--- src/sv/mdp_pkg.sv ---
// Shared types and constants for the microcoded datapath step block.
// Holds the microinstruction and result word layouts, B source codes and reset values.
// No dependencies.
package mdp_pkg;

  // B bus source codes; codes above the last one are rejected.
  localparam logic [3:0] BSEL_MDR  = 4'd0;
  localparam logic [3:0] BSEL_PC   = 4'd1;
  localparam logic [3:0] BSEL_MBR  = 4'd2;
  localparam logic [3:0] BSEL_MBRU = 4'd3;
  localparam logic [3:0] BSEL_SP   = 4'd4;
  localparam logic [3:0] BSEL_LV   = 4'd5;
  localparam logic [3:0] BSEL_CPP  = 4'd6;
  localparam logic [3:0] BSEL_TOS  = 4'd7;
  localparam logic [3:0] BSEL_OPC  = 4'd8;

  // ALU function codes as {func0, func1}.
  localparam logic [1:0] FN_AND  = 2'b00;
  localparam logic [1:0] FN_OR   = 2'b01;
  localparam logic [1:0] FN_NOTB = 2'b10;
  localparam logic [1:0] FN_ADD  = 2'b11;

  // C bus enable bit positions.
  localparam int unsigned CEN_H   = 8;
  localparam int unsigned CEN_OPC = 7;
  localparam int unsigned CEN_TOS = 6;
  localparam int unsigned CEN_CPP = 5;
  localparam int unsigned CEN_LV  = 4;
  localparam int unsigned CEN_SP  = 3;
  localparam int unsigned CEN_PC  = 2;
  localparam int unsigned CEN_MDR = 1;
  localparam int unsigned CEN_MAR = 0;

  // Register reset values.
  localparam logic [31:0] RST_H   = 32'd0;
  localparam logic [31:0] RST_OPC = 32'd0;
  localparam logic [31:0] RST_TOS = 32'd8;
  localparam logic [31:0] RST_CPP = 32'd0;
  localparam logic [31:0] RST_LV  = 32'd1;
  localparam logic [31:0] RST_SP  = 32'd4;
  localparam logic [31:0] RST_PC  = 32'd0;
  localparam logic [31:0] RST_MDR = 32'd0;
  localparam logic [31:0] RST_MAR = 32'd4;
  localparam logic [7:0]  RST_MBR = 8'd0;

  localparam logic [31:0] SIGN_BIT  = 32'h8000_0000;
  localparam logic [31:0] WORD_MASK = 32'hFFFF_FFFF;

  typedef struct packed {
    logic       shift_left8;
    logic       shift_right1;
    logic       func0;
    logic       func1;
    logic       enable_a;
    logic       enable_b;
    logic       invert_a;
    logic       increment;
    logic [8:0] c_enables;
    logic       mem_write;
    logic       mem_read;
    logic [3:0] b_select;
  } mdp_uop_t;

  typedef struct packed {
    logic [31:0]        alu_sum;
    logic [31:0]        shifter_out;
    logic               carry_out;
    logic               negative_flag;
    logic               zero_flag;
    logic               shift_conflict;
    logic               memory_conflict;
    logic               bad_b_select;
    logic               memory_ignored;
    logic signed [31:0] mar_value;
    logic signed [31:0] mdr_value;
    logic signed [31:0] h_value;
  } mdp_result_t;

  // ALU and shifter controls taken from the microinstruction.
  typedef struct packed {
    logic shift_left8;
    logic shift_right1;
    logic func0;
    logic func1;
    logic enable_a;
    logic enable_b;
    logic invert_a;
    logic increment;
  } mdp_alu_ctrl_t;

  typedef struct packed {
    logic [31:0] sum;
    logic [31:0] shifted;
    logic        carry;
    logic        shift_conflict;
  } mdp_alu_res_t;

endpackage

--- src/sv/mdp_if.sv ---
// Handshake channels of the microcoded datapath step block.
// Microinstruction, result and configuration channels; uses mdp_pkg.
interface mdp_uop_if;
  logic             valid;
  logic             ready;
  mdp_pkg::mdp_uop_t data;
  modport source (output valid, output data, input ready);
  modport sink   (input valid, input data, output ready);
endinterface

interface mdp_res_if;
  logic                valid;
  logic                ready;
  mdp_pkg::mdp_result_t data;
  modport source (output valid, output data, input ready);
  modport sink   (input valid, input data, output ready);
endinterface

interface mdp_cfg_if;
  logic              valid;
  logic              ready;
  logic signed [7:0] mbr_byte;
  modport source (output valid, output mbr_byte, input ready);
  modport sink   (input valid, input mbr_byte, output ready);
endinterface

--- src/sv/mdp_alu.sv ---
// ALU and shifter of the microcoded datapath step block.
// Forms AND, OR, NOT B or A+B, adds the increment, then SLL8 or SRA1; uses mdp_pkg.
module mdp_alu (
  input  mdp_pkg::mdp_alu_ctrl_t ctrl,
  input  logic [31:0]            a_src,
  input  logic [31:0]            b_src,
  output mdp_pkg::mdp_alu_res_t  res
);

  logic [31:0] a_op;
  logic [31:0] b_op;
  logic [31:0] logic_op;
  logic [31:0] add_op;
  logic [32:0] full_sum;

  // Gate and invert the operands
  always_comb begin
    a_op = ctrl.enable_a ? a_src : '0;
    if (ctrl.invert_a) begin
      a_op = ~a_op;
    end
    b_op = ctrl.enable_b ? b_src : '0;
  end

  // Pick the function; one adder serves the sum and the increment
  always_comb begin
    add_op = '0;
    case ({ctrl.func0, ctrl.func1})
      mdp_pkg::FN_AND:  logic_op = a_op & b_op;
      mdp_pkg::FN_OR:   logic_op = a_op | b_op;
      mdp_pkg::FN_NOTB: logic_op = ~b_op;
      default: begin
        logic_op = a_op;
        add_op   = b_op;
      end
    endcase
    full_sum = {1'b0, logic_op} + {1'b0, add_op} + {32'd0, ctrl.increment};
  end

  // Shift the ALU output; both controls set leaves it unshifted
  always_comb begin
    res.sum            = full_sum[31:0];
    res.carry          = full_sum[32];
    res.shift_conflict = ctrl.shift_left8 & ctrl.shift_right1;
    res.shifted        = full_sum[31:0];
    if (!res.shift_conflict) begin
      if (ctrl.shift_left8) begin
        res.shifted = {full_sum[23:0], 8'd0};
      end else if (ctrl.shift_right1) begin
        res.shifted = {full_sum[31], full_sum[31:1]};
      end
    end
  end

endmodule

--- src/sv/mdp_mem.sv ---
// Data memory of the microcoded datapath step block.
// One write and one registered read per cycle on one shared address; per-word fill bits make unwritten words read zero.
module mdp_mem #(
  parameter int MEM_WORDS = 8
) (
  input  logic                         clk,
  input  logic                         rst,
  input  logic                         wr_en,
  input  logic                         rd_en,
  input  logic [$clog2(MEM_WORDS)-1:0] addr,
  input  logic [31:0]                  wdata,
  output logic [31:0]                  rdata
);

  logic [31:0]          ram [MEM_WORDS];
  logic [MEM_WORDS-1:0] filled;
  logic [31:0]          rd_word;
  logic                 rd_hit;

  // Write the array
  always_ff @(posedge clk) begin
    if (wr_en) begin
      ram[addr] <= wdata;
    end
  end

  // Mark written words; reset clears every mark at once
  always_ff @(posedge clk) begin
    if (rst) begin
      filled <= '0;
    end else if (wr_en) begin
      filled[addr] <= 1'b1;
    end
  end

  // Register the read word and its fill mark
  always_ff @(posedge clk) begin
    if (rd_en) begin
      rd_word <= ram[addr];
      rd_hit  <= filled[addr];
    end
  end

  assign rdata = rd_hit ? rd_word : '0;

endmodule

--- src/sv/microcoded_datapath_step.sv ---
// Top level of the microcoded datapath step block: input register, register file,
// B mux, C bus write-back and result register. Uses mdp_pkg, mdp_if, mdp_alu, mdp_mem.
//
//   channel  | dir | handshake           | word
//   uop_in   | in  | valid / ready       | mdp_uop_t microinstruction
//   res_out  | out | valid / ready       | mdp_result_t result, one per microinstruction
//   cfg      | in  | valid / ready (=1)  | mbr_byte, signed instruction byte
//
// One microinstruction per clock while the result is not stalled: while a word sits in the
// input register, ALU, shifter, write-back and memory access complete combinationally into
// the result register, which offers the result word. A memory read lands in the read
// register of the memory and is forwarded to the next word's MDR. Reset loads the register
// reset values and clears the memory fill marks and both valid flags.
// A stalled result holds the input register; the input side keeps accepting while the
// result is taken.
module microcoded_datapath_step #(
  parameter int MEM_WORDS = 8
) (
  input  logic       clk,
  input  logic       rst,
  mdp_cfg_if.sink    cfg,
  mdp_uop_if.sink    uop_in,
  mdp_res_if.source  res_out
);

  localparam int AW = $clog2(MEM_WORDS);

  // Input register
  mdp_pkg::mdp_uop_t uop_q;
  logic              uop_valid;
  logic              advance;

  // Architectural state
  logic [31:0] h_reg, opc_reg, tos_reg, cpp_reg, lv_reg, sp_reg, pc_reg, mdr_reg, mar_reg;
  logic [7:0]  mbr_byte;
  logic        mdr_from_mem;

  // Result register
  mdp_pkg::mdp_result_t res_q;
  mdp_pkg::mdp_result_t res_next;
  logic                 res_valid;
  logic                 res_mdr_mem;

  // Datapath
  logic                   bad_sel;
  logic [31:0]            mdr_eff;
  logic [31:0]            mem_rdata;
  logic [31:0]            b_src;
  logic [31:0]            cval;
  logic [8:0]             cen;
  logic [31:0]            mar_c;
  logic [31:0]            mdr_c;
  logic                   access;
  logic                   in_range;
  logic                   mem_we;
  logic                   mem_re;
  logic                   read_ok;
  mdp_pkg::mdp_alu_ctrl_t alu_ctrl;
  mdp_pkg::mdp_alu_res_t  alu_res;

  // Handshakes: advance when the result slot is free or being emptied
  assign advance      = uop_valid && (!res_valid || res_out.ready);
  assign uop_in.ready = !uop_valid || advance;
  assign cfg.ready    = 1'b1;

  // Hold the word in the input register until it advances
  always_ff @(posedge clk) begin
    if (rst) begin
      uop_valid <= 1'b0;
    end else if (uop_in.ready) begin
      uop_valid <= uop_in.valid;
    end
  end

  always_ff @(posedge clk) begin
    if (uop_in.ready && uop_in.valid) begin
      uop_q <= uop_in.data;
    end
  end

  // Take the configuration byte
  always_ff @(posedge clk) begin
    if (rst) begin
      mbr_byte <= mdp_pkg::RST_MBR;
    end else if (cfg.valid) begin
      mbr_byte <= cfg.mbr_byte;
    end
  end

  // MDR comes from the memory read register after a read
  assign mdr_eff = mdr_from_mem ? mem_rdata : mdr_reg;
  assign bad_sel = uop_q.b_select > mdp_pkg::BSEL_OPC;
  assign cen     = uop_q.c_enables;

  // Drive the B bus
  always_comb begin
    unique case (uop_q.b_select) inside
      mdp_pkg::BSEL_MDR:                    b_src = mdr_eff;
      mdp_pkg::BSEL_PC:                     b_src = pc_reg;
      mdp_pkg::BSEL_MBR, mdp_pkg::BSEL_MBRU: b_src = {{24{mbr_byte[7]}}, mbr_byte};
      mdp_pkg::BSEL_SP:                     b_src = sp_reg;
      mdp_pkg::BSEL_LV:                     b_src = lv_reg;
      mdp_pkg::BSEL_CPP:                    b_src = cpp_reg;
      mdp_pkg::BSEL_TOS:                    b_src = tos_reg;
      mdp_pkg::BSEL_OPC:                    b_src = opc_reg;
      default:                              b_src = '0;
    endcase
  end

  assign alu_ctrl = '{
    shift_left8:  uop_q.shift_left8,
    shift_right1: uop_q.shift_right1,
    func0:        uop_q.func0,
    func1:        uop_q.func1,
    enable_a:     uop_q.enable_a,
    enable_b:     uop_q.enable_b,
    invert_a:     uop_q.invert_a,
    increment:    uop_q.increment
  };

  mdp_alu u_alu (
    .ctrl  (alu_ctrl),
    .a_src (h_reg),
    .b_src (b_src),
    .res   (alu_res)
  );

  // C bus value; the unsigned byte select keeps only the low byte
  assign cval = (uop_q.b_select == mdp_pkg::BSEL_MBRU) ? {24'd0, alu_res.shifted[7:0]}
                                                       : alu_res.shifted;

  assign mar_c = (!bad_sel && cen[mdp_pkg::CEN_MAR]) ? cval : mar_reg;
  assign mdr_c = (!bad_sel && cen[mdp_pkg::CEN_MDR]) ? cval : mdr_eff;

  // Memory access after write-back, on the updated MAR and MDR
  assign access   = !bad_sel && (uop_q.mem_write ^ uop_q.mem_read);
  assign in_range = mar_c < 32'(MEM_WORDS);
  assign read_ok  = access && in_range && uop_q.mem_read;
  assign mem_we   = advance && access && in_range && uop_q.mem_write;
  assign mem_re   = advance && read_ok;

  mdp_mem #(
    .MEM_WORDS (MEM_WORDS)
  ) u_mem (
    .clk   (clk),
    .rst   (rst),
    .wr_en (mem_we),
    .rd_en (mem_re),
    .addr  (mar_c[AW-1:0]),
    .wdata (mdr_c),
    .rdata (mem_rdata)
  );

  // Write back the enabled registers
  always_ff @(posedge clk) begin
    if (rst) begin
      h_reg        <= mdp_pkg::RST_H;
      opc_reg      <= mdp_pkg::RST_OPC;
      tos_reg      <= mdp_pkg::RST_TOS;
      cpp_reg      <= mdp_pkg::RST_CPP;
      lv_reg       <= mdp_pkg::RST_LV;
      sp_reg       <= mdp_pkg::RST_SP;
      pc_reg       <= mdp_pkg::RST_PC;
      mdr_reg      <= mdp_pkg::RST_MDR;
      mar_reg      <= mdp_pkg::RST_MAR;
      mdr_from_mem <= 1'b0;
    end else if (advance) begin
      if (!bad_sel && cen[mdp_pkg::CEN_H])   h_reg   <= cval;
      if (!bad_sel && cen[mdp_pkg::CEN_OPC]) opc_reg <= cval;
      if (!bad_sel && cen[mdp_pkg::CEN_TOS]) tos_reg <= cval;
      if (!bad_sel && cen[mdp_pkg::CEN_CPP]) cpp_reg <= cval;
      if (!bad_sel && cen[mdp_pkg::CEN_LV])  lv_reg  <= cval;
      if (!bad_sel && cen[mdp_pkg::CEN_SP])  sp_reg  <= cval;
      if (!bad_sel && cen[mdp_pkg::CEN_PC])  pc_reg  <= cval;
      mdr_reg      <= mdr_c;
      mar_reg      <= mar_c;
      mdr_from_mem <= read_ok;
    end
  end

  // Assemble the result word
  always_comb begin
    res_next.alu_sum         = bad_sel ? '0 : alu_res.sum;
    res_next.shifter_out     = bad_sel ? '0 : alu_res.shifted;
    res_next.carry_out       = !bad_sel && alu_res.carry;
    res_next.negative_flag   = !bad_sel && alu_res.shifted[31];
    res_next.zero_flag       = !bad_sel && (alu_res.shifted == '0);
    res_next.shift_conflict  = !bad_sel && alu_res.shift_conflict;
    res_next.memory_conflict = !bad_sel && uop_q.mem_write && uop_q.mem_read;
    res_next.bad_b_select    = bad_sel;
    res_next.memory_ignored  = access && !in_range;
    res_next.mar_value       = mar_c;
    res_next.mdr_value       = mdr_c;
    res_next.h_value         = (!bad_sel && cen[mdp_pkg::CEN_H]) ? cval : h_reg;
  end

  // Hold the result until taken
  always_ff @(posedge clk) begin
    if (rst) begin
      res_valid <= 1'b0;
    end else if (advance) begin
      res_valid <= 1'b1;
    end else if (res_out.ready) begin
      res_valid <= 1'b0;
    end
  end

  always_ff @(posedge clk) begin
    if (advance) begin
      res_q       <= res_next;
      res_mdr_mem <= read_ok;
    end
  end

  // A read result stays in the memory read register until the next read
  always_comb begin
    res_out.data = res_q;
    if (res_mdr_mem) begin
      res_out.data.mdr_value = mem_rdata;
    end
  end
  assign res_out.valid = res_valid;

`ifndef SYNTHESIS
  // A rejected B select leaves the registers untouched
  assert property (@(posedge clk) disable iff (rst)
    (advance && bad_sel) |=> (h_reg == $past(h_reg) && mar_reg == $past(mar_reg)
                              && pc_reg == $past(pc_reg) && !mdr_from_mem))
    else $error("bad B select changed state");

  // A word that advances always shows up as a result
  assert property (@(posedge clk) disable iff (rst)
    advance |=> res_valid)
    else $error("advanced word produced no result");

  // The two memory flags exclude each other
  assert property (@(posedge clk) disable iff (rst)
    res_valid |-> !(res_q.memory_conflict && res_q.memory_ignored))
    else $error("memory conflict and ignore both flagged");

  // MDR forwarding only starts from a read that advanced
  assert property (@(posedge clk) disable iff (rst)
    $rose(mdr_from_mem) |-> $past(mem_re))
    else $error("MDR forwarding without a memory read");

  // No memory write while the result slot is stalled
  assert property (@(posedge clk) disable iff (rst)
    (res_valid && !res_out.ready) |-> !mem_we)
    else $error("memory written under stall");
`endif

endmodule

--- src/flat_wrapper.sv ---
// flat-port wrapper written by rule: the top's interface ports become plain ports
module microcoded_datapath_step_flat 
#(
  parameter int MEM_WORDS = 8
)
  (clk, rst, cfg_valid, cfg_mbr_byte, cfg_ready, uop_in_valid, uop_in_data, uop_in_ready, res_out_valid, res_out_data, res_out_ready);
  mdp_cfg_if cfg_i ();
  mdp_uop_if uop_in_i ();
  mdp_res_if res_out_i ();
  input  logic clk;
  input  logic rst;
  input wire logic [$bits(cfg_i.valid)-1:0] cfg_valid;
  input wire logic [$bits(cfg_i.mbr_byte)-1:0] cfg_mbr_byte;
  output wire logic [$bits(cfg_i.ready)-1:0] cfg_ready;
  input wire logic [$bits(uop_in_i.valid)-1:0] uop_in_valid;
  input wire logic [$bits(uop_in_i.data)-1:0] uop_in_data;
  output wire logic [$bits(uop_in_i.ready)-1:0] uop_in_ready;
  output wire logic [$bits(res_out_i.valid)-1:0] res_out_valid;
  output wire logic [$bits(res_out_i.data)-1:0] res_out_data;
  input wire logic [$bits(res_out_i.ready)-1:0] res_out_ready;
  assign cfg_i.valid = cfg_valid;
  assign cfg_i.mbr_byte = cfg_mbr_byte;
  assign cfg_ready = cfg_i.ready;
  assign uop_in_i.valid = uop_in_valid;
  assign uop_in_i.data = uop_in_data;
  assign uop_in_ready = uop_in_i.ready;
  assign res_out_valid = res_out_i.valid;
  assign res_out_data = res_out_i.data;
  assign res_out_i.ready = res_out_ready;
  microcoded_datapath_step #(.MEM_WORDS(MEM_WORDS)) u_core (.clk(clk), .rst(rst), .cfg(cfg_i), .uop_in(uop_in_i), .res_out(res_out_i));
endmodule
--- config.mk ---
export PLATFORM = sky130hd
export DESIGN_NAME = microcoded_datapath_step_flat
export DESIGN_NICKNAME = d
export VERILOG_FILES = /design/src/sv/mdp_pkg.sv /design/src/sv/mdp_if.sv /design/src/sv/mdp_alu.sv /design/src/sv/mdp_mem.sv /design/src/sv/microcoded_datapath_step.sv /design/src/flat_wrapper.sv
export SDC_FILE = /design/constraint.sdc
export NUM_CORES = 1
export LEC_CHECK = 0
export ABC_AREA = 1
export BUFFER_PORTS_ARGS = -buffer_cell sky130_fd_sc_hd__buf_4
export CAP_MARGIN = 40
export CELL_PAD_IN_SITES_DETAIL_PLACEMENT = 1
export CELL_PAD_IN_SITES_GLOBAL_PLACEMENT = 1
export CORE_MARGIN = 2
export CORE_UTILIZATION = 35
export CTS_CLUSTER_DIAMETER = 60
export DETAILED_ROUTE_END_ITERATION = 8
export GPL_TIMING_DRIVEN = 0
export PLACE_DENSITY = 0.64
export SLEW_MARGIN = 0
export SYNTH_ARGS = -nofsm -noshare
export SYNTH_HDL_FRONTEND = slang
export SYNTH_SLANG_ARGS = --single-unit
--- constraint.sdc ---
create_clock -name clk -period 7.2 [get_ports clk]
set_clock_uncertainty 0.1 [all_clocks]
set_input_delay 1.08 -clock clk [delete_from_list [all_inputs] [get_ports clk]]
set_output_delay 1.08 -clock clk [all_outputs]
set_load 0.01 [all_outputs]
Word level (Yosys, flattened, before mapping)
Memories as Yosys holds them, arrays and structs flattened. A register that Yosys moved wholly into a read port is not among the register bits. Index checks and enable logic that the tools add are counted.

Add/sub/neg operators: 2. $lt $le $gt $ge: 4. Eq/ne operators: 10. Mux-type cells: 24. Bitwise gates (word level): 7. Reductions and logical operators: 44.

Operators by type and width (count): $mux W32 (13); $pmux W32 S8 (1); $pmux W32 S3 (1); $not A32 Y32 (2); $add A32 B32 Y33 (1); $add A33 B1 Y33 (1); $and A32 B32 Y32 (1); $logic_not A32 Y1 (1); $lt A32 B4 Y1 const B (1); $or A32 B32 Y32 (1); $mux W31 (1); $logic_and A1 B1 Y1 (26); $eq A4 B3 Y1 const B (4); $reduce_and A2 Y1 (6); $eq A4 B2 Y1 const B (2); $or A8 B8 Y8 (1); $mux W1 (6); $eq A4 B1 Y1 const B (1); $eq A4 B4 Y1 const B (1); $gt A4 B4 Y1 const B (1); $logic_not A1 Y1 (4); $logic_not A4 Y1 (1); $lt A3 B4 Y1 const B (1); $bmux W1 S3 (1); other kinds (11) (12).

Bits in registers: 499. Bits in writable memories: 256. Output and inout bits: 170. Memories: 1.

Memory list: u_core.u_mem.ram (depth 8, width 32, rd ports 1, clocked after Yosys merged registers in 1, write ports 1, RTL line mdp_mem.sv:15) `logic [31:0] ram [MEM_WORDS];`.

Longest topological paths before layout
Gate-level depths: netlist of run 1.

Depth after elaboration: 18. Depth in mapped cells: 36. Gate-level depth less buffers: 35.

By module
A second synthesis of run 1 with hierarchy kept.

Cells, all modules: 4560. Area, all modules: 38338.0 sq um.

By module, submodules not included: microcoded_datapath_step (instances 1, cells each 2333, area an instance 20951.3 sq um); mdp_mem (instances 1, cells each 1209, area an instance 12440.7 sq um); mdp_alu (instances 1, cells each 1018, area an instance 4946.0 sq um).

Worst setup path after synthesis of run 1
OpenSTA, ideal clock, no wires.

Path kind: in2reg. Start point: in res_out_ready. End point: reg u_core.mdr_reg[2]. Library setup time: 353 ps. Arrival: 6694 ps. Required time: 6747 ps. Path slack: 53 ps. Cell stages on the path: 7. Buffers on the path: 2. Cell sequence: inv_1 > nand2_1 > nand2_1 > clkinv_1 > clkbuf_1 > buf_1 > a21oi_1.

Word-level cells in the longest chain between the ends: 2.

RTL lines: from (decl) (RTL line flat_wrapper.sv:20) `input wire logic [$bits(res_out_i.ready)-1:0] res_out_ready;`; $logic_or A1 B1 Y1 (RTL line microcoded_datapath_step.sv:62) `assign advance = uop_valid && (!res_valid || res_out.ready);`; $logic_and A1 B1 Y1 (RTL line microcoded_datapath_step.sv:62); named net u_core.advance (RTL line microcoded_datapath_step.sv:31) `logic advance;`; to (signal assigned) (RTL line microcoded_datapath_step.sv:164) `mdr_reg <= mdp_pkg::RST_MDR;`; to (signal assigned) (RTL line microcoded_datapath_step.sv:175) `mdr_reg <= mdr_c;`; to (decl) (RTL line microcoded_datapath_step.sv:34) `logic [31:0] h_reg, opc_reg, tos_reg, cpp_reg, lv_reg, sp_reg, pc_reg, mdr_reg, mar_reg;`.

The timed path passes the listed nets, and every way through them passes these cells. A chain may end at the register's enable or synchronous reset.

Worst setup path after layout of run 1
Start point: reg u_core.uop_q[2] in the netlist's numbering. End point: mem u_core.u_mem.ram[4][12] (enable).

Word-level cells in the longest chain between the ends: 18.

RTL lines: from (decl) (RTL line microcoded_datapath_step.sv:29) `mdp_pkg::mdp_uop_t uop_q;`; from (signal assigned) (RTL line microcoded_datapath_step.sv:77) `uop_q <= uop_in.data;`; $eq A4 B2 Y1, on equally long branches; $reduce_or A2 Y1 (RTL line microcoded_datapath_step.sv:97) `unique case (uop_q.b_select) inside`; $pmux W32 S8 (RTL line microcoded_datapath_step.sv:97); $mux W32 (RTL line mdp_alu.sv:22) `b_op = ctrl.enable_b ? b_src : '0;`; $or A32 B32 Y32, or another cell as far along (RTL line mdp_alu.sv:30) `mdp_pkg::FN_OR: logic_op = a_op | b_op;`; $pmux W32 S3 (RTL line mdp_alu.sv:28) `case ({ctrl.func0, ctrl.func1})`; $add A32 B32 Y33 (RTL line mdp_alu.sv:37) `full_sum = {1'b0, logic_op} + {1'b0, add_op} + {32'd0, ctrl.increment};`; $add A33 B1 Y33 (RTL line mdp_alu.sv:37); $mux W31 (RTL line mdp_alu.sv:49) `end else if (ctrl.shift_right1) begin`; $mux W32 (RTL line mdp_alu.sv:47) `if (ctrl.shift_left8) begin`; $mux W32 (RTL line mdp_alu.sv:46) `if (!res.shift_conflict) begin`; $mux W32 (RTL line microcoded_datapath_step.sv:129) `assign cval = (uop_q.b_select == mdp_pkg::BSEL_MBRU) ? {24'd0, alu_res.shifted[7:0]}`; $mux W32 (RTL line microcoded_datapath_step.sv:132) `assign mar_c = (!bad_sel && cen[mdp_pkg::CEN_MAR]) ? cval : mar_reg;`; $lt A32 B4 Y1 (RTL line microcoded_datapath_step.sv:137) `assign in_range = mar_c < 32'(MEM_WORDS);`; $logic_and A1 B1 Y1 (2 in a row) (RTL line microcoded_datapath_step.sv:139) `assign mem_we = advance && access && in_range && uop_q.mem_write;`; $mux W1 (RTL line mdp_mem.sv:22) `if (wr_en) begin`; $mux W1 (implied by the code) (RTL line mdp_mem.sv:23) `ram[addr] <= wdata;`; to (decl) (RTL line mdp_mem.sv:15).

Several ways; a longest one is shown, not always the timed one.

==> flow_summary.ini, run 1 <==
[global_routing]
grt_pass1_wl_mm = 209.1
grt_start_max_net_pins = 41
met1_usage_pct = 35.14
grt_pass1_vias = 30860
busiest_layer = met2
grtUsageTotal_pct = 26.49
use_met2_pct = 44.10
overflow = 0
grt.met3_usage_pct = 2.927
antenna_found_initial = 2

[logic_synthesis]
synth_fa_ha_area_share_pct = 1.174
muxShareOfSynthArea_pct = 0.08241
ys_seq_area_share_pct = 56.42
yosysTopAreaCell = edfxtp_1
ys_warn_count = 0
synth-compound-area-share_pct = 15.15
synth_area_um2 = 36440
synth_xor_area_share_pct = 0.8653
ys_ff_latch = 787
synth_top_family_by_area = simple AND/OR/NAND/NOR gates
synth_top_cell_area_share_pct = 39.56
synth.distinct_cells = 54
synth-simple-area-share_pct = 16.37
synth.avg_cell_area_um2 = 8.940
synthCells = 4076
synth_area_leaders = edfxtp_1 (40%), dfxtp_1 (17%), nand2_1 (9.0%)
syn_nets = 4145

[run]
drv_cap = 0

[layout]
drive_above_1_share_pct = 14.16
final_net_count = 4508
fin_area_um2 = 43520
area_delta_synth_final_pct = 19.44
largest_register_ffs = 256
antenna_cells = 0
regMostFlops = u_core.u_mem.ram

[placed_design]
place_congestion = 0.9517
portBuffers = 203
detailed_place_hpwl_mm = 109.9
postPlaceCellArea_um2 = 40300

[setup_path]
crit_start = u_core.uop_q[2]
rrSetupSlack_ns = 0.32
cp.required_ns = 7.49
rr_worst_depth = 36
crit_top_cell = nand2_1
endpoint = u_core.u_mem.ram[4][12]
slowest_stage = edfxtp_1
path_class = reg -> reg
critPathArrivalTime_ns = 7.16
cp-start-kind = flop
cpPeakStageDelay_ns = 0.51
crit_path_max_fanout = 29
endpoint_kind = flop
r2r-end = u_core.u_mem.ram[4][12]
r2r_start = u_core.uop_q[2]

[timing]
finalSetupTns_ns = 0
tightest_slew_ns = 0.9689
hold_viol = 0
setup-violations-final = 0
drv_slew = 0
finalCritPeriodShare_pct = 95.49
fmax_mhz = 145.4
relSlewSlack_pct = 35.41
layout_min_cycle_time_ns = 6.876
whs_ns = 0.3593

[power_and_ir_drop]
power.leakage_nw = 18.19
powerDensity_nw_per_um2 = 259.8
ir_worst_vdd_mv = 0.2119

[floorplanning]
rows = 118
die_w_um = 326.7
start_util_pct = 35.26
coreArea_um2 = 103300
dieArea_um2 = 106700
ios = 206
die_h_um = 326.7

[route]
dr.pass1.iters = 5
routed_wl_mm = 144.0
drc_errors = 0
drtIter0Drc = 2588
routedWlPerCell_um = 24.44
vias = 31010
viasPerCell = 5.262
antenna_left = 0

[clocking]
ctsHoldBuffers = 0
clkTransAtPathRegs_ns = 0.06
cts_tree = built
clk_latency_ns = 0.70
cts_root_buf = clkbuf_16
cts_sinks = 787
cts_buffers = 88
h-tree-depth = 3
clk_path_buf_depth = 3

[hold_path]
hold_path.class = reg -> reg

[outcome]
status = complete, no violations
## worst max-delay path: cells and delay by family, from the launching register on
kind | cells | cell delay, ns
DFF | 1 | 0.51
adders and majority gates | 1 | 0.42
and+or+nand+nor | 22 | 2.88
buffers and inverters | 9 | 1.59
AOI/OAI and AO/OA | 4 | 1.02
## synth_stat cells, drive strengths merged
master	count
fa	2
o21a	1
o2111ai	5
dfxtp	307
nor4	2
xor2	35
o21bai	3
clkbuf	166
nand3b	3
nand3	164
mux2i	3
o22ai	9
a2111o	1
clkinv	7
conb	1
or2	1
inv	456
a21oi	290
o211ai	23
o21ai	450
a221oi	30
o31ai	8
buf	184
ha	31
edfxtp	480
nor3	18
o221ai	31
nand4	62
nor2	304
a22o	18
nor3b	1
a32o	4
a211oi	1
xnor2	1
a21o	2
a22oi	88
and2	1
o2111a	1
nand2	882
## how the worst min path moves through the flow
stage,from,end,cells after the start
global route,u_core.u_mem.filled[1],u_core.u_mem.filled[1],2
finish,u_core.tos_reg[0],u_core.tos_reg[0],2
global placement,u_core.u_mem.filled[4],u_core.u_mem.filled[4],2
detailed placement,u_core.tos_reg[0],u_core.tos_reg[0],2
floorplan,u_core.tos_reg[0],u_core.tos_reg[0],2
CTS,u_core.tos_reg[0],u_core.tos_reg[0],2
## stage by stage
stage / setup slack (ns) / power, mW / util (%) / instances
after floorplan: 0.05332 / 5.972 / - / 4076
after CTS: 0.01166 / 11.33 / 41.92 / 5883
after detailed placement: -0.8915 / 6.725 / 38.99 / 5719
after global routing: -0.007740 / 11.65 / 42.11 / 5893
final: 0.3244 / 11.31 / 42.11 / 5893
after global placement: -4.019 / 6.682 / 38.40 / 5659
## cell families after synthesis
group,Yosys count
multiplexers,3
adder cells (fa/ha/maj),33
AND/OR/NAND/NOR,1438
flip-flops,787
XOR/XNOR,36
buffers and inverters,813
AO/OA/AOI/OAI,965
other,1
## area by class of cell
| cell class | instances | area (µm²) |
|---|---|---|
| fill | 12030 | 59830 |
| buffer | 350 | 1906 |
| inverter | 463 | 1767 |
| sequential | 787 | 20560 |
| multi-input combinational | 2476 | 12360 |
| clock buffer | 108 | 2317 |
| timing repair buffer | 273 | 2232 |
| clock inverter | 56 | 650.6 |
| tap | 1380 | 1727 |
## placed cells by master, fill, tap and decap left out, types with 8 or more instances in the layout
master / n
a21oi_1: 289
o22ai_1: 8
a221oi_1: 29
ha_1: 31
a22oi_1: 88
nand3_1: 157
clkinv_1: 24
dfxtp_1: 307
nand4_1: 62
o21ai_1: 9
o221ai_1: 31
clkbuf_1: 164
clkinvlp_4: 10
o211ai_1: 23
xor2_1: 35
clkbuf_16: 88
buf_6: 10
nor3_1: 11
buf_12: 15
buf_1: 27
buf_2: 44
nand2_4: 8
o31ai_1: 8
bufinv_16: 8
buf_4: 357
a22o_1: 18
inv_2: 10
clkbuf_2: 16
inv_1: 438
nor2_1: 294
o21ai_0: 438
edfxtp_1: 480
clkinv_2: 11
nand2_1: 870
## what timing repair did
| item | 4_1_cts | 5_1_grt |
|---|---|---|
| hold endpoints to repair | 0 | 0 |
| gates resized for setup | 19 | 49 |
| setup endpoints to repair | 319 | 301 |
| pin swaps | 0 | 3 |
| buffers inserted | 0 | 10 |
## routing by layer
layer,up-vias,share of wire (%),wire [µm]
met4,0,4.0,5795
met3,244,5.3,7615
met2,1024,48,68530
met5,-,0,0
li1,14410,-,-
met1,15340,43,62070
## where the power goes
group / switching (mW) / total [mW] / leakage, nW / internal (mW)
Sequential: 0.0816 / 5.08 / 7.04 / 4.99
Combinational: 1.14 / 1.59 / 9.74 / 0.451
Clock: 2.02 / 4.64 / 1.41 / 2.62
Total: 3.25 / 11.3 / 18.2 / 8.06
(Power assumes the default switching activity.)
==> run 2, diff against run 1 <==
--- a/config.mk
+++ b/config.mk
@@ -10,11 +10,13 @@
 export CAP_MARGIN = 40
 export CELL_PAD_IN_SITES_DETAIL_PLACEMENT = 1
 export CELL_PAD_IN_SITES_GLOBAL_PLACEMENT = 1
+export CORE_ASPECT_RATIO = 1.75
 export CORE_MARGIN = 2
 export CORE_UTILIZATION = 35
 export CTS_CLUSTER_DIAMETER = 60
 export DETAILED_ROUTE_END_ITERATION = 8
 export GPL_TIMING_DRIVEN = 0
+export MAX_ROUTING_LAYER = met4
 export PLACE_DENSITY = 0.64
 export SLEW_MARGIN = 0
 export SYNTH_ARGS = -nofsm -noshare
==> run 2 against run 1 <==
Via count is 0.35% lower. Clock-buffer cell count is 9 lower. Die area hardly changed. Sequential share of layout area is 0.39 points higher. Final area is 0.81% lower. Combinational power is 3% higher. Cell count is 1.1% lower.
==> flow_summary.ini, run 2 (same netlist as run 1, synthesis figures left out) <==
[floorplanning]
start_util_pct = 35.29
rows = 156
dieArea_um2 = 106800
die_w_um = 247.9
ios = 206
coreArea_um2 = 103300
die_h_um = 430.9

[power_and_ir_drop]
ir_worst_vdd_mv = 0.2646
powerDensity_nw_per_um2 = 252.2
power.leakage_nw = 18.03
p_total_mw = 10.89

[setup_path]
cp.required_ns = 7.46
endpoint_kind = flop
crit_path_max_fanout = 25
crit_top_cell = nand2_1
critPathArrivalTime_ns = 7.29
slowest_stage = edfxtp_1
path_class = reg -> reg
cpPeakStageDelay_ns = 0.55
cp-start-kind = flop

[layout]
final_net_count = 4492
fillCellCount = 11920
area_delta_synth_final_pct = 18.47
final_cell_mix = nand2_1 (869), edfxtp_1 (480), inv_1 (438)
drive_above_1_share_pct = 14.31
finalNonFillerCells = 5831
regArea_um2 = 20560
final_common_cell = nand2_1
regMostFlops = u_core.u_mem.ram
largest_register_ffs = 256
multi_input_area_um2 = 12500

[clocking]
clk_latency_ns = 0.71
cts_root_buf = clkbuf_16
ctsHoldBuffers = 0
clkTransAtPathRegs_ns = 0.06
cts_buffers = 78
cts_sinks = 787
h-tree-depth = 3
cts_tree = built
clk_path_buf_depth = 3

[placed_design]
place_congestion = 0.9727
dp_cells = 5683
detailed_place_hpwl_mm = 121.1
portBuffers = 203

[timing]
finalSetupTns_ns = 0
tightest_slew_ns = 1.008
relSlewSlack_pct = 32.11
drv_slew = 0
layout_min_cycle_time_ns = 7.031
rsz0062_at_grt = no
setup-violations-final = 0
hold_viol = 0
whs_ns = 0.3532
fmax_mhz = 142.2
finalCritPeriodShare_pct = 97.65

[route]
dr.pass1.iters = 5
viasPerCell = 5.300
vias = 30900
routed_wl_mm = 154.3
routedWlPerCell_um = 26.46
drtIter0Drc = 2173
drc_errors = 0
antenna_left = 0

[global_routing]
grtUsageTotal_pct = 29.61
overflow = 0
grt_pass1_wl_mm = 219.3
grt_pass1_vias = 32100
grt_start_max_net_pins = 43
antenna_found_initial = 1

[run]
drv_cap = 0

[hold_path]
hold_path.class = reg -> reg

[outcome]
status = complete, no violations
run 2: cell types whose count changed in the layout (fill, tap and decap cells not counted), moves of 5 or more:
cell | before | now
buf_4 | 357 | 349
clkbuf_1 | 164 | 159
clkbuf_16 | 88 | 81
clkinv_16 | 5 | 0
inv_6 | 0 | 5
o31ai_1 | 8 | 3
run 2: per-stage QoR:
| stage | setup WS [ns] | util, % | cell area (µm²) |
|---|---|---|---|
| 2_1_floorplan | 0.05332 | - | 36440 |
| 3_3_place_gp | -4.696 | 38.39 | 39640 |
| 3_5_place_dp | -0.8178 | 39.04 | 40310 |
| 4_1_cts | 0.002818 | 41.62 | 42980 |
| 5_1_grt | 0.001434 | 41.81 | 43170 |
| 6_report | 0.1691 | 41.81 | 43170 |
run 2: metal layers:
layer  up-vias  wire (µm)  global-route usage, %
li1      14380          -                      -
met1     15150      53640                  29.19
met2       969      80560                  52.49
met3       406       6004                  3.567
met4         0      14080                  22.50
met5         -          0                      -
run 2: critical path: cells and delay by family, from the launching register on:
| family | cells | cell delay (ns) |
|---|---|---|
| compound gates | 4 | 1.28 |
| fa+ha+maj | 1 | 0.51 |
| buf+inv | 5 | 1.06 |
| flops | 1 | 0.55 |
| simple gates | 18 | 3.10 |
run 2: area by class of cell:
| class | count | area share, % |
|---|---|---|
| inverter | 463 | 4.075 |
| multi-input combinational | 2477 | 28.95 |
| timing repair buffer | 266 | 5.127 |
| tap | 1343 | 3.893 |
| antenna | 1 | 0.005797 |
| buffer | 350 | 4.426 |
| sequential | 787 | 47.63 |
| clock buffer | 99 | 4.924 |
| clock inverter | 45 | 0.9710 |
run 2: final timing paths:
path	startpoint	cells past startpoint	slack, ns	end
worst max-delay path	u_core.u_mem.rd_hit	28	0.17	u_core.u_mem.ram[2][12]
worst min-delay path	u_core.u_mem.filled[6]	2	0.35	u_core.u_mem.filled[6]
worst max register to register	u_core.u_mem.rd_hit	28	0.17	u_core.u_mem.ram[2][12]
worst min register to register	u_core.u_mem.filled[6]	2	0.35	u_core.u_mem.filled[6]
run 2: power breakdown:
| part | total [mW] | switching, mW | leakage (nW) | internal [mW] |
|---|---|---|---|---|
| combinational | 1.63 | 1.17 | 9.76 | 0.458 |
| sequential | 5.07 | 0.0755 | 7.04 | 4.99 |
| clock | 4.19 | 1.89 | 1.23 | 2.30 |
| total | 10.9 | 3.14 | 18.0 | 7.75 |
run 2: what timing repair did:
item                                    4_1_cts  5_1_grt
resized for setup                            38       54
setup buffers                                 0        2
pin swaps                                     0        2
endpoints found under the setup margin      309      289
cloned                                        0        1
==> run 3, diff against run 2 <==
--- a/config.mk
+++ b/config.mk
@@ -21,4 +21,5 @@
 export SLEW_MARGIN = 0
 export SYNTH_ARGS = -nofsm -noshare
 export SYNTH_HDL_FRONTEND = slang
+export SYNTH_HIERARCHICAL = 1
 export SYNTH_SLANG_ARGS = --single-unit
==> run 3 against run 2 <==
Via count up 5.6%. Combinational power up 9%. Clock power up 4%. Critical path depth up 8. First-iteration DRC count down 31%. Sequential share of layout area down 2.9 points. Power up 2.8%. Synthesized cell count up 12%. Sequential cell count unchanged. Critical endpoint is now u_core/u_mem/filled[3]. Largest cell class unchanged. Highest routed layer unchanged.
==> flow_summary.ini, run 3 <==
[logic_synthesis]
ys_seq_area_share_pct = 53.63
synthCells = 4560
ys_warn_count = 6
synth_area_leaders = edfxtp_1 (38%), dfxtp_1 (16%), nand2_1 (13%)
synth_top_cell_area_share_pct = 37.60
synth_edf_count = 480
yosysTopAreaCell = edfxtp_1
synth_area_um2 = 38340
synth_most_common_cell = nand2_1
syn_nets = 4629
synth.distinct_cells = 52
synthArstFlopShare_pct = 0
synth_common_cells = nand2_1 (1285), inv_1 (597), edfxtp_1 (480), o21ai_0 (376), dfxtp_1 (307)
synth.avg_cell_area_um2 = 8.407
ys_ff_latch = 787
synth_ff_type = edfxtp_1

[layout]
area_delta_synth_final_pct = 19.82
antenna_cells = 0
final_common_cell = nand2_1
final_cell_mix = nand2_1 (1261), inv_1 (578), edfxtp_1 (480)
largest_register_ffs = 256
regMostFlops = u_core/u_mem/ram
utilization_pct = 42.26
fin_area_um2 = 45940
final_net_count = 5001
drive_above_1_share_pct = 17.19

[timing]
layout_min_cycle_time_ns = 7.040
fmax_mhz = 142.0
hold_viol = 0
whs_ns = 0.3566
relSlewSlack_pct = 36.07
setup-violations-final = 0
finalCritPeriodShare_pct = 97.78
finalSetupTns_ns = 0
drv_slew = 0
tightest_slew_ns = 0.9590

[setup_path]
crit_path_max_fanout = 11
cpPeakStageDelay_ns = 0.61
crit_family = buffers and inverters
cp.required_ns = 7.67
worst-path-buf-inv = 13
endpoint_kind = flop
path_class = reg -> reg
critPathArrivalTime_ns = 7.51
slowest_stage = o22ai_1
rrSetupSlack_ns = 0.16
cp-start-kind = flop

[power_and_ir_drop]
ir_worst_vdd_mv = 0.2054
p_total_mw = 11.19
powerDensity_nw_per_um2 = 243.6
power.leakage_nw = 20.34

[route]
routed_wl_mm = 154.6
drtIter0Drc = 1505
dr.pass1.iters = 6
drc_errors = 0
viasPerCell = 5.057
routedWlPerCell_um = 23.95
vias = 32650
antenna_left = 0

[global_routing]
grt_start_max_net_pins = 103
grtUsageTotal_pct = 28.06
overflow = 0
grt_pass1_wl_mm = 222.1
antenna_found_initial = 0
grt_pass1_vias = 34170

[clocking]
h-tree-depth = 3
cts_buffers = 79
ctsHoldBuffers = 0
cts_sinks = 787
clk_latency_ns = 0.70
cts_root_buf = clkbuf_16
cts_tree = built
clk_path_buf_depth = 3
clkTransAtPathRegs_ns = 0.07

[floorplanning]
start_util_pct = 35.27
die_h_um = 441.8
die_w_um = 254.2
rows = 160
coreArea_um2 = 108700
dieArea_um2 = 112300
ios = 206

[run]
drv_cap = 0

[outcome]
status = complete, no violations

[hold_path]
hold_path.class = reg -> reg

[placed_design]
place_congestion = 0.9560
postPlaceCellArea_um2 = 42230
detailed_place_hpwl_mm = 121.6
portBuffers = 203
## run 3: kinds of logic (layout without fill, tap and decap cells)
kind of cell | after synthesis | count (layout) | share of synthesized area, %
other cells | 1 | 1 | 0.009781
compound gates | 804 | 804 | 11.45
simple gates | 1844 | 1844 | 19.55
buf+inv | 982 | 1419 | 11.40
flops | 787 | 787 | 53.63
mux | 39 | 39 | 1.123
xor+xnor | 39 | 39 | 0.9106
fa+ha+maj | 64 | 64 | 1.926
## run 3: final cells by class
class | count | area (µm²)
clock buffer | 110 | 2293
inverter | 614 | 2345
clock inverter | 36 | 394.1
multi-input combinational | 2791 | 13870
fill | 12880 | 62770
timing repair buffer | 293 | 2496
buffer | 366 | 2151
tap | 1458 | 1824
sequential | 787 | 20560
## run 3: final timing paths
| kind | end | cells after the start | startpoint |
|---|---|---|---|
| worst max register to register | u_core/u_mem/filled[3] | 36 | u_core/uop_q[0] |
| worst min-delay path | u_core/lv_reg[10] | 2 | u_core/lv_reg[10] |
| worst min register to register | u_core/lv_reg[10] | 2 | u_core/lv_reg[10] |
| worst max-delay path | u_core/u_mem/filled[3] | 36 | u_core/uop_q[0] |
## run 3: worst reg2reg max path, delay by kind of cell, from the launching register on
kind | cells | cell delay (ns)
buffers and inverters | 13 | 2.23
and+or+nand+nor | 16 | 1.77
AOI/OAI and AO/OA | 4 | 1.10
adders and majority gates | 2 | 0.85
DFF | 1 | 0.45
xor gates and xnor gates | 1 | 0.40
## run 3: layer usage
layer / track usage (%) / up-vias / routed length [µm]
met5: - / - / 0
met4: 20.15 / 0 / 12870
met3: 3.182 / 413 / 5145
met2: 53.11 / 815 / 85260
met1: 25.44 / 15950 / 51300
li1: - / 15470 / -
## run 3: through the flow
step,setup slack [ns],std cells
2_1_floorplan,0.4477,4560
3_3_place_gp,-4.571,6221
3_5_place_dp,-1.981,6270
4_1_cts,0.01690,6435
5_1_grt,-0.02320,6455
6_report,0.1600,6455
## run 3: what timing repair did
item,CTS,global route
gates resized for setup,99,100
buffers inserted,17,21
pin swaps,9,17
endpoints found under the setup margin,534,306
gates cloned,2,1
## run 3: power breakdown
group | total (mW) | leakage [nW] | internal [mW] | switching, mW
registers | 5.07 | 6.97 | 4.99 | 0.0798
clock network | 4.34 | 1.32 | 2.44 | 1.90
logic | 1.78 | 12.0 | 0.516 | 1.26
